===== src/rtl/aopr_pkg.sv =====
`timescale 1ns / 1ps
// ----------------------------------------------------------------------------
// aopr_pkg
// Shared types, constants and helpers for the box push-out resolver.
// ----------------------------------------------------------------------------
package aopr_pkg;

  // Signed fixed-point coordinate width (Q16.4)
  localparam int COORD_W = 20;
  // Unsigned box size width (Q12.4)
  localparam int SIZE_W  = 16;
  // Internal width: doubled coordinates plus size sums plus sign headroom
  localparam int EXT_W   = COORD_W + 6;

  // APB map: one 32-bit register per word
  localparam int APB_DW  = 32;
  localparam int REG_LSB = 2;
  localparam int ADDR_W  = 3;

  localparam int unsigned CFG_W_RESET = 480;
  localparam int unsigned CFG_H_RESET = 480;

  localparam logic signed [EXT_W-1:0] COORD_MAX =
    EXT_W'((64'sd1 <<< (COORD_W - 1)) - 64'sd1);
  localparam logic signed [EXT_W-1:0] COORD_MIN =
    EXT_W'(-(64'sd1 <<< (COORD_W - 1)));

  typedef enum logic {
    REQ_LOAD = 1'b0,
    REQ_BOX  = 1'b1
  } req_kind_e;

  typedef enum logic {
    REG_PLAYER_W = 1'b0,
    REG_PLAYER_H = 1'b1
  } reg_idx_e;

  typedef struct packed {
    req_kind_e                  req_type;
    logic signed [COORD_W-1:0]  pos_x;
    logic signed [COORD_W-1:0]  pos_y;
    logic        [SIZE_W-1:0]   box_width;
    logic        [SIZE_W-1:0]   box_height;
    logic signed [COORD_W-1:0]  speed_in;
    logic                       last_box;
  } req_t;

  typedef struct packed {
    logic signed [COORD_W-1:0]  player_x;
    logic signed [COORD_W-1:0]  player_y;
    logic signed [COORD_W-1:0]  player_speed;
    logic                       landed;
    logic                       hit;
    logic                       pass_done;
  } rsp_t;

  typedef struct packed {
    logic [SIZE_W-1:0] player_width;
    logic [SIZE_W-1:0] player_height;
  } cfg_t;

  typedef struct packed {
    logic signed [COORD_W-1:0] x;
    logic signed [COORD_W-1:0] y;
    logic signed [COORD_W-1:0] speed;
    logic                      landed;
  } state_t;

  // Clamp a wide signed value to the coordinate range
  function automatic logic signed [COORD_W-1:0] sat_coord(
    input logic signed [EXT_W-1:0] v
  );
    logic signed [COORD_W-1:0] r;
    if (v > COORD_MAX) begin
      r = COORD_MAX[COORD_W-1:0];
    end else if (v < COORD_MIN) begin
      r = COORD_MIN[COORD_W-1:0];
    end else begin
      r = v[COORD_W-1:0];
    end
    return r;
  endfunction

endpackage


===== src/rtl/aopr_req_if.sv =====
`timescale 1ns / 1ps
// ----------------------------------------------------------------------------
// aopr_req_if
// Request channel: valid/ready handshake carrying one load or box item.
// ----------------------------------------------------------------------------
interface aopr_req_if;
  import aopr_pkg::*;

  logic valid;
  logic ready;
  req_t data;

  modport source (output valid, output data, input ready);
  modport sink   (input valid, input data, output ready);
endinterface


===== src/rtl/aopr_rsp_if.sv =====
`timescale 1ns / 1ps
// ----------------------------------------------------------------------------
// aopr_rsp_if
// Result channel: valid/ready handshake carrying one resolved player state.
// ----------------------------------------------------------------------------
interface aopr_rsp_if;
  import aopr_pkg::*;

  logic valid;
  logic ready;
  rsp_t data;

  modport source (output valid, output data, input ready);
  modport sink   (input valid, input data, output ready);
endinterface


===== src/rtl/aopr_cfg_regs.sv =====
`timescale 1ns / 1ps
// ----------------------------------------------------------------------------
// aopr_cfg_regs
// APB register file holding the player box size.
// ----------------------------------------------------------------------------
module aopr_cfg_regs (
  input  logic                          clk_i,
  input  logic                          rst_ni,
  input  logic                          psel,
  input  logic                          penable,
  input  logic                          pwrite,
  input  logic [aopr_pkg::ADDR_W-1:0]   paddr,
  input  logic [aopr_pkg::APB_DW-1:0]   pwdata,
  output logic [aopr_pkg::APB_DW-1:0]   prdata,
  output logic                          pready,
  output aopr_pkg::cfg_t                cfg_o
);
  import aopr_pkg::*;

  cfg_t     cfg_q;
  cfg_t     cfg_d;
  logic     wr_en;
  reg_idx_e idx;

  assign pready = 1'b1;
  assign wr_en  = psel & penable & pwrite & pready;
  assign idx    = reg_idx_e'(paddr[REG_LSB]);

  always_comb begin
    cfg_d = cfg_q;
    if (wr_en) begin
      unique case (idx)
        REG_PLAYER_W: cfg_d.player_width  = pwdata[SIZE_W-1:0];
        REG_PLAYER_H: cfg_d.player_height = pwdata[SIZE_W-1:0];
        default:      cfg_d = cfg_q;
      endcase
    end
  end

  always_comb begin
    unique case (idx)
      REG_PLAYER_W: prdata = APB_DW'(cfg_q.player_width);
      REG_PLAYER_H: prdata = APB_DW'(cfg_q.player_height);
      default:      prdata = '0;
    endcase
  end

  always_ff @(posedge clk_i or negedge rst_ni) begin
    if (!rst_ni) begin
      cfg_q.player_width  <= SIZE_W'(CFG_W_RESET);
      cfg_q.player_height <= SIZE_W'(CFG_H_RESET);
    end else begin
      cfg_q <= cfg_d;
    end
  end

  assign cfg_o = cfg_q;

endmodule


===== src/rtl/aopr_resolve.sv =====
`timescale 1ns / 1ps
// ----------------------------------------------------------------------------
// aopr_resolve
// Load handling, overlap test and minimum-penetration push-out for one item.
// ----------------------------------------------------------------------------
module aopr_resolve (
  input  aopr_pkg::req_t   req_i,
  input  aopr_pkg::state_t cur_i,
  input  aopr_pkg::cfg_t   cfg_i,
  output aopr_pkg::state_t nxt_o,
  output logic             hit_o
);
  import aopr_pkg::*;

  logic signed [EXT_W-1:0] ix, iy, bw, bh, cx, cy, pw, ph;
  logic signed [EXT_W-1:0] dx2, dy2, adx, ady, px2, py2, dpx, dpy;
  logic signed [EXT_W-1:0] new_x, new_y;
  logic                    overlap;
  logic                    is_box;

  assign is_box = (req_i.req_type == REQ_BOX);

  assign ix = EXT_W'(req_i.pos_x);
  assign iy = EXT_W'(req_i.pos_y);
  assign bw = EXT_W'(req_i.box_width);
  assign bh = EXT_W'(req_i.box_height);
  assign cx = EXT_W'(cur_i.x);
  assign cy = EXT_W'(cur_i.y);
  assign pw = EXT_W'(cfg_i.player_width);
  assign ph = EXT_W'(cfg_i.player_height);

  // strict overlap: touching edges do not count
  assign overlap = (ix < cx + pw) && (ix + bw > cx) &&
                   (iy < cy + ph) && (iy + bh > cy);

  // centre offsets at doubled scale
  assign dx2 = (ix + ix + bw) - (cx + cx + pw);
  assign dy2 = (iy + iy + bh) - (cy + cy + ph);
  assign adx = (dx2 < 0) ? -dx2 : dx2;
  assign ady = (dy2 < 0) ? -dy2 : dy2;
  assign px2 = bw + pw - adx;
  assign py2 = bh + ph - ady;
  // depths are positive under overlap, so the shift rounds the half up
  assign dpx = (px2 + EXT_W'(1)) >>> 1;
  assign dpy = (py2 + EXT_W'(1)) >>> 1;

  assign new_x = (dx2 >= 0) ? cx - dpx : cx + dpx;
  assign new_y = (dy2 >= 0) ? cy - dpy : cy + dpy;

  always_comb begin
    nxt_o = cur_i;
    hit_o = 1'b0;
    if (!is_box) begin
      nxt_o.x      = req_i.pos_x;
      nxt_o.y      = req_i.pos_y;
      nxt_o.speed  = req_i.speed_in;
      nxt_o.landed = 1'b0;
    end else if (overlap) begin
      hit_o = 1'b1;
      if (px2 < py2) begin
        nxt_o.x = sat_coord(new_x);
      end else begin
        nxt_o.y     = sat_coord(new_y);
        nxt_o.speed = '0;
        if (dy2 > 0) begin
          nxt_o.landed = 1'b1;
        end
      end
    end
  end

endmodule


===== src/rtl/aabb_push_out_resolver_unit.sv =====
`timescale 1ns / 1ps
// ----------------------------------------------------------------------------
// aabb_push_out_resolver_unit
// Player box vs. obstacle box collision, resolved by minimum penetration.
// ----------------------------------------------------------------------------
//  channel   | dir | handshake            | content
//  ----------+-----+----------------------+--------------------------------
//  req_i     | in  | valid/ready          | load item or one obstacle box
//  rsp_o     | out | valid/ready          | player x, y, speed, flags
//  APB       | in  | psel/penable/pwrite  | player_width (0x0), height (0x4)
//
//  One item per cycle sustained while rsp_o.ready is high. Each item passes
//  the input register, then the result register. The carried player state
//  updates as an item leaves the input register, so the next item sees it.
//  A stalled result register holds; the input register then fills and
//  req_i.ready drops. Reset clears the handshake and player state and loads
//  the player size 480 (30.0 px) for both axes.
// ----------------------------------------------------------------------------
module aabb_push_out_resolver_unit (
  input  logic                        clk_i,
  input  logic                        rst_ni,
  aopr_req_if.sink                    req_i,
  aopr_rsp_if.source                  rsp_o,
  input  logic                        psel,
  input  logic                        penable,
  input  logic                        pwrite,
  input  logic [aopr_pkg::ADDR_W-1:0] paddr,
  input  logic [aopr_pkg::APB_DW-1:0] pwdata,
  output logic [aopr_pkg::APB_DW-1:0] prdata,
  output logic                        pready
);
  import aopr_pkg::*;

  cfg_t   cfg;

  // input register
  req_t   in_q;
  logic   in_valid_q;

  // carried player state
  state_t cur_q;
  state_t cur_d;

  // result register
  rsp_t   out_q;
  rsp_t   out_d;
  logic   out_valid_q;

  logic   res_hit;
  logic   advance;

  aopr_cfg_regs u_cfg (
    .clk_i   (clk_i),
    .rst_ni  (rst_ni),
    .psel    (psel),
    .penable (penable),
    .pwrite  (pwrite),
    .paddr   (paddr),
    .pwdata  (pwdata),
    .prdata  (prdata),
    .pready  (pready),
    .cfg_o   (cfg)
  );

  aopr_resolve u_resolve (
    .req_i (in_q),
    .cur_i (cur_q),
    .cfg_i (cfg),
    .nxt_o (cur_d),
    .hit_o (res_hit)
  );

  // item moves from the input register into the result register
  assign advance     = in_valid_q && (!out_valid_q || rsp_o.ready);
  assign req_i.ready = !in_valid_q || advance;

  always_comb begin
    out_d.player_x     = cur_d.x;
    out_d.player_y     = cur_d.y;
    out_d.player_speed = cur_d.speed;
    out_d.landed       = cur_d.landed;
    out_d.hit          = res_hit;
    out_d.pass_done    = (in_q.req_type == REQ_BOX) && in_q.last_box;
  end

  // payload registers: no reset needed
  always_ff @(posedge clk_i) begin
    if (req_i.valid && req_i.ready) begin
      in_q <= req_i.data;
    end
    if (advance) begin
      out_q <= out_d;
    end
  end

  always_ff @(posedge clk_i or negedge rst_ni) begin
    if (!rst_ni) begin
      in_valid_q  <= 1'b0;
      out_valid_q <= 1'b0;
      cur_q       <= '0;
    end else begin
      if (req_i.ready) begin
        in_valid_q <= req_i.valid;
      end
      if (advance) begin
        out_valid_q <= 1'b1;
        cur_q       <= cur_d;
      end else if (rsp_o.ready) begin
        out_valid_q <= 1'b0;
      end
    end
  end

  assign rsp_o.valid = out_valid_q;
  assign rsp_o.data  = out_q;

  // a load always leaves landed clear
  a_load_clears_landed: assert property (
    @(posedge clk_i) disable iff (!rst_ni)
    advance && (in_q.req_type == REQ_LOAD) |=> !cur_q.landed
  ) else $error("landed set after a load");

  // a box without a hit leaves the position alone
  a_miss_keeps_pos: assert property (
    @(posedge clk_i) disable iff (!rst_ni)
    advance && (in_q.req_type == REQ_BOX) && !res_hit |=>
      (cur_q.x == $past(cur_q.x)) && (cur_q.y == $past(cur_q.y))
  ) else $error("position moved without a hit");

  // landed only rises on a box that hit
  a_landed_needs_hit: assert property (
    @(posedge clk_i) disable iff (!rst_ni)
    $rose(cur_q.landed) |-> $past(advance && res_hit)
  ) else $error("landed rose without a hit");

  // an empty input register never blocks the request side
  a_empty_ready: assert property (
    @(posedge clk_i) disable iff (!rst_ni)
    !in_valid_q |-> req_i.ready
  ) else $error("request stalled with empty input register");

  // a stalled result is not dropped
  a_result_held: assert property (
    @(posedge clk_i) disable iff (!rst_ni)
    out_valid_q && !rsp_o.ready |=> out_valid_q
  ) else $error("stalled result dropped");

endmodule


===== src/flat_wrapper.sv =====
// flat-port wrapper written by rule: the top's interface ports become plain ports
module aabb_push_out_resolver_unit_flat import aopr_pkg::*;
  (clk_i, rst_ni, psel, penable, pwrite, paddr, pwdata, prdata, pready, req_i_valid, req_i_data, req_i_ready, rsp_o_valid, rsp_o_data, rsp_o_ready);
  aopr_req_if req_i_i ();
  aopr_rsp_if rsp_o_i ();
  input  logic clk_i;
  input  logic rst_ni;
  input  logic psel;
  input  logic penable;
  input  logic pwrite;
  input  logic [aopr_pkg::ADDR_W-1:0] paddr;
  input  logic [aopr_pkg::APB_DW-1:0] pwdata;
  output logic [aopr_pkg::APB_DW-1:0] prdata;
  output logic pready;
  input wire logic [$bits(req_i_i.valid)-1:0] req_i_valid;
  input wire logic [$bits(req_i_i.data)-1:0] req_i_data;
  output wire logic [$bits(req_i_i.ready)-1:0] req_i_ready;
  output wire logic [$bits(rsp_o_i.valid)-1:0] rsp_o_valid;
  output wire logic [$bits(rsp_o_i.data)-1:0] rsp_o_data;
  input wire logic [$bits(rsp_o_i.ready)-1:0] rsp_o_ready;
  assign req_i_i.valid = req_i_valid;
  assign req_i_i.data = req_i_data;
  assign req_i_ready = req_i_i.ready;
  assign rsp_o_valid = rsp_o_i.valid;
  assign rsp_o_data = rsp_o_i.data;
  assign rsp_o_i.ready = rsp_o_ready;
  aabb_push_out_resolver_unit u_core (.clk_i(clk_i), .rst_ni(rst_ni), .req_i(req_i_i), .rsp_o(rsp_o_i), .psel(psel), .penable(penable), .pwrite(pwrite), .paddr(paddr), .pwdata(pwdata), .prdata(prdata), .pready(pready));
endmodule

===== config.mk =====
export PLATFORM = sky130hd
export DESIGN_NAME = aabb_push_out_resolver_unit_flat
export DESIGN_NICKNAME = d
export VERILOG_FILES = /design/src/rtl/aopr_pkg.sv /design/src/rtl/aopr_req_if.sv /design/src/rtl/aopr_rsp_if.sv /design/src/rtl/aopr_cfg_regs.sv /design/src/rtl/aopr_resolve.sv /design/src/rtl/aabb_push_out_resolver_unit.sv /design/src/flat_wrapper.sv
export SDC_FILE = /design/constraint.sdc
export NUM_CORES = 1
export LEC_CHECK = 0
export BUFFER_PORTS_ARGS = -buffer_cell sky130_fd_sc_hd__buf_2
export CAP_MARGIN = 5
export CORE_MARGIN = 2
export CORE_UTILIZATION = 63
export CTS_CLUSTER_DIAMETER = 80
export DETAILED_ROUTE_END_ITERATION = 16
export PLACE_DENSITY = 0.89
export REMOVE_ABC_BUFFERS = 1
export SLEW_MARGIN = 20
export SYNTH_ARGS = -nofsm -noshare
export SYNTH_HDL_FRONTEND = slang
export SYNTH_SLANG_ARGS = --single-unit

===== constraint.sdc =====
create_clock -name clk_i -period 12.65 [get_ports clk_i]
set_input_delay 0.6325 -clock clk_i [delete_from_list [all_inputs] [get_ports clk_i]]
set_output_delay 0.6325 -clock clk_i [all_outputs]
set_load 0.005 [all_outputs]

Word-level counts from Yosys, hierarchy flattened
Cells that the tools add are included. W data, S select, Z words.

Flip-flop bits (word level): 252. Input port bits: 136.

Add/sub/neg operators: 26. $lt $le $gt $ge: 14. Muxes and demuxes: 17. Bitwise logic cells: 3. Reductions and logical operators: 13.

Operator list (count): $mux W61 (2); $mux W26 (4); $mux W20 (5); $add A21 B17 Y22 (4); $add A20 B17 Y21 (4); $add A20 B20 Y21 (4); $pmux W32 S2 (1); $add A20 B25 Y26 (2); $add A26 B2 Y26 const B (2); $gt A26 B20 Y1 const B (2); $lt A26 B20 Y1 const B (2); $neg A23 Y26 (2); $sub A18 B26 Y26 (2); $sub A20 B25 Y26 (2); $ge A23 B1 Y1 const B (2); $lt A23 B1 Y1 const B (2); $sub A22 B22 Y23 (2); $gt A21 B20 Y1 (2); $lt A20 B21 Y1 (2); $mux W41 (1); $add A16 B16 Y17 (2); $lt A26 B26 Y1 (1); $gt A23 B1 Y1 const B (1); $logic_and A1 B1 Y1 (6); 7 further kinds (14).

Logic depth before layout (Yosys ltp)
Depth after elaboration: 15. Depth in mapped cells: 53. Mapped depth without buffers: 49.

Hierarchy
Synthesis repeated with hierarchy kept, for this count alone.

Cells, all modules: 3329. Area, all modules: 30284.0 um2.

Modules (own cells, without submodules): aopr_resolve (times used 1, cells each 2929, area each 21348.0 um2, seq. area each 0.0 um2); aabb_push_out_resolver_unit (times used 1, cells each 295, area each 7328.3 um2, seq. area each 6291.0 um2); aopr_cfg_regs (times used 1, cells each 105, area each 1607.8 um2, seq. area each 810.8 um2).

Least setup slack after synthesis
OpenSTA, ideal clock, no wires.

Kind: reg-to-reg. From: reg u_core.u_cfg.cfg_q, in the netlist u_core.u_cfg.cfg_o[7]. To: reg u_core.out_q, in the netlist u_core.rsp_o.data[34], data pin. Data arrival time: 11.304 ns. Required time: 12.384 ns. Setup slack: 1.080 ns. Stages on the path, launching flop included: 47. Period minus slack after synthesis: 11.570 ns. Cells stage by stage: dfstp_2 > inv_1 > ha_1 > xnor2_1 > fa_1 > inv_1 > fa_1 > inv_1 > ha_1 > a2111oi_2 > o21ai_2 > a22oi_1 > o21ai_1 > mux2i_1 > or2_1 > buf_2 > clkbuf_1 > buf_1 > [11 not listed] > nor2_1 > or2_1 > nor2_1 > nor2_1 > xnor2_1 > ha_1 > and3_1 > o2111ai_1 > a31oi_1 > a311o_1 > o41ai_1 > xnor2_1 > or4_1 > nor3_1 > nor2_8 > buf_6 > a211oi_1 > o22ai_1.

RTL lines: start, declared (RTL line aopr_cfg_regs.sv:20) `cfg_t cfg_q;`; start signal, assigned (RTL line aopr_cfg_regs.sv:53) `cfg_q <= cfg_d;`; end signal, assigned (RTL line aabb_push_out_resolver_unit.sv:92) `out_q <= out_d;`; end, declared (RTL line aabb_push_out_resolver_unit.sv:45) `rsp_t out_q;`.

==> results.cfg <==
[yosys]
synth_edf_count = 157
most_instantiated_flip_flop_cell_in_the_synthesis_netlist = edfxtp_1
synth-async-reset-ratio_pct = 37.7
synth_seq_area_share_pct = 23.4
yosysWarningCount = 0
syn-mean-instance-area_um2 = 9.00
ff_latch_count_synth = 252
synthesis.instances = 3368
post_synth_instance_area_mm2 = 0.0303
count_of_cell_types_in_the_netlist = 123

[detailed_routing]
drt.antenna.violating_nets = 0
drt_first_pass_iters = 6
vias_per_cell = 6.41
routed_wirelength_mm = 89.3
vias = 27034
detailedRoute.firstIterationViolations = 3041
drcViolationCount = 0
avgRoutedWirePerCell_um = 21.2

[setup_path]
critical_path_cell_count = 44
cp_common_cell = nor2_1
worst_case_register_to_register_setup_slack_ns = 0.50
worst_ep_arrival_time_ns = 12.50
r2r_start = u_core.cur_q[23]
critical_path.reg2reg.endpoint = u_core.rsp_o.data[39]
r2r.worst_path.cells = 44
critical_path_required_time_ns = 13.00
origin_of_the_worst_setup_path = u_core.cur_q[23]
critPathCaptureType = flop
critical_path.slowest_cell = a311oi_2
worst-path-max-fanout = 19
worstSetupPathType = reg2reg
crit_path_start_kind = flop
worst_path_largest_cell_delay_ns = 0.59
worst_setup_path_endpoint = u_core.rsp_o.data[39]
delay_heaviest_family_cp = compound AO/OA/AOI/OAI gates
critical_path.n_buffers_inverters = 4

[floorplan]
horiz_die_dim_um = 223
initial_core_util_pct = 63.6
standard_cell_core_area_mm2 = 0.0476
std_cell_rows = 80
die-height_um = 223
io_pins = 234
fp.dieArea_mm2 = 0.0499

[status]
run_status = finished, final reports clean

[placed_design]
port_buffers = 198
place_hpwl_mm = 69.3
gpl.final_weighted_congestion = 1.04
dp_cells = 4148

[global_route]
grt_pass1_wl_mm = 138
grt_max_degree = 59
grt_remaining_overflow = 0
grt_pass1_vias = 25884
globalRouteTotalUtil_pct = 35.1
initial_antenna_violation_count = 1

[layout]
utilization_pct = 69.9
area_growth_syn_to_layout_pct = 9.95
layout.cells.non_filler = 4219
multi_input_area_mm2 = 0.0216
antennaDiodeCount = 0
post_route_cells_drive_above_1_share_pct = 14.9
n_fill_cell = 3565
area.sequential_mm2 = 0.00710
nets = 4205

[clock_tree]
clock_pin_slew_on_the_worst_setup_and_hold_paths_ns = 0.06
clock_h_tree_levels = 2
tritoncts_clock_tree = built
numClockSinks = 252
number_of_buffers_added_by_the_clock_tree_synthesis_step = 34
clock_tree.buffer_depth = 3
cts_root_buf = clkbuf_16
clk_latency_ns = 0.57

[timing]
max_slew.worst_pin.slew_ns = 1.35
final.setup_skew_ns = 0.0244
setup_viol_count_final = 0
whs_ns = 0.195
finalCritPeriodShare_pct = 96.0
final.min_clock_period_ns = 12.15
max_freq_ghz = 0.0823
slew_headroom_pct = 10.1
final-hold-violation-count = 0
slew_violations = 0

[flow_run]
max-cap-violations = 0

[worst_hold_path]
hp-class = in2async
-- state kept, by name (all words and copies together), names as in the netlist --
| register | cells |
|---|---|
| u_core.in_valid_q | 1 |
| u_core.u_cfg.cfg_o | 32 |
| u_core.rsp_o.valid | 1 |
| u_core.rsp_o.data | 63 |
| u_core.cur_q | 61 |
| u_core.in_q | 94 |
-- area by class of cell --
class                           count  share of cell area [%]
Clock inverter                     20                   0.541
Sequential cell                   252                    21.3
Tap cell                          615                    2.31
Inverter                          341                    3.85
Clock buffer                       42                    2.77
Multi-Input combinational cell   2698                    64.9
Timing Repair Buffer              251                    4.28
-- cell usage after synthesis, drive strengths merged, types with 66 or more instances --
master,number,area [um^2]
a21o,83,623
o21bai,70,526
xnor2,250,2230
a21oi,287,1500
nand3,66,340
xor2,107,937
fa,74,1480
ha,417,5220
o21ai,185,937
edfxtp,157,4710
dfrtp,87,2180
nor2,183,708
nand2,177,674
inv,338,1270
-- through the flow --
step / TNS, ns / worst slack, ns / cell area [um^2]
finish: 0 / 0.501 / 33300
global route: -0.0820 / -0.0388 / 33300
detailed placement: 0 / 0.198 / 32000
global placement: 0 / 0.489 / 32000
CTS: 0 / 0.0480 / 33100
floorplan: 0 / 1.11 / 29900
-- cells by family after synthesis --
logic type                 synth area share (%)
AOI/OAI and AO/OA                          22.2
buffers and inverters                      5.79
muxes                                      2.73
xor gates and xnor gates                   10.5
other                                    0.0248
adders and majority gates                  22.1
and+or+nand+nor                            13.3
DFF                                        23.4
-- how the worst min path moves through the flow --
stage	to	slack, ns
after floorplan	u_core.cur_q[0]	0.34
after global placement	u_core.cur_q[0]	0.46
after detailed placement	u_core.cur_q[0]	0.47
after CTS	u_core.u_cfg.cfg_o[0]	0.20
after global routing	u_core.in_q[36]	0.23
final	u_core.u_cfg.cfg_o[19]	0.19
-- per-layer routing --
metal / share of wire, % / vias up / GRT usage (%)
li1: - / 12577 / -
met1: 40 / 12697 / 45.3
met2: 42 / 1440 / 54.0
met3: 10 / 318 / 7.57
met4: 6.9 / 2 / 21.3
met5: 0.015 / - / 0
-- what timing repair did --
item	CTS	global route
buffers inserted	0	6
hold buffers	0	0
endpoints found under the setup margin	0	80
resized for setup	0	29
hold endpoints to repair	0	0
-- cells in the final DEF (no fill, tap or decap), types with 42 or more instances in the layout --
cell,count
nand2_1,175
o21a_1,49
inv_1,337
o21bai_1,70
nor3_1,51
o21ai_0,148
xnor2_1,245
nor2_1,179
ha_1,417
nand2b_1,42
edfxtp_1,157
nand3_1,63
a21o_1,83
fa_1,74
a21oi_1,272
mux2_2,60
dfrtp_1,87
buf_2,197
xor2_1,107
buf_4,49
Power is not shown: default switching activity piles up to over one toggle a cycle in this logic, so the estimate is an artifact.
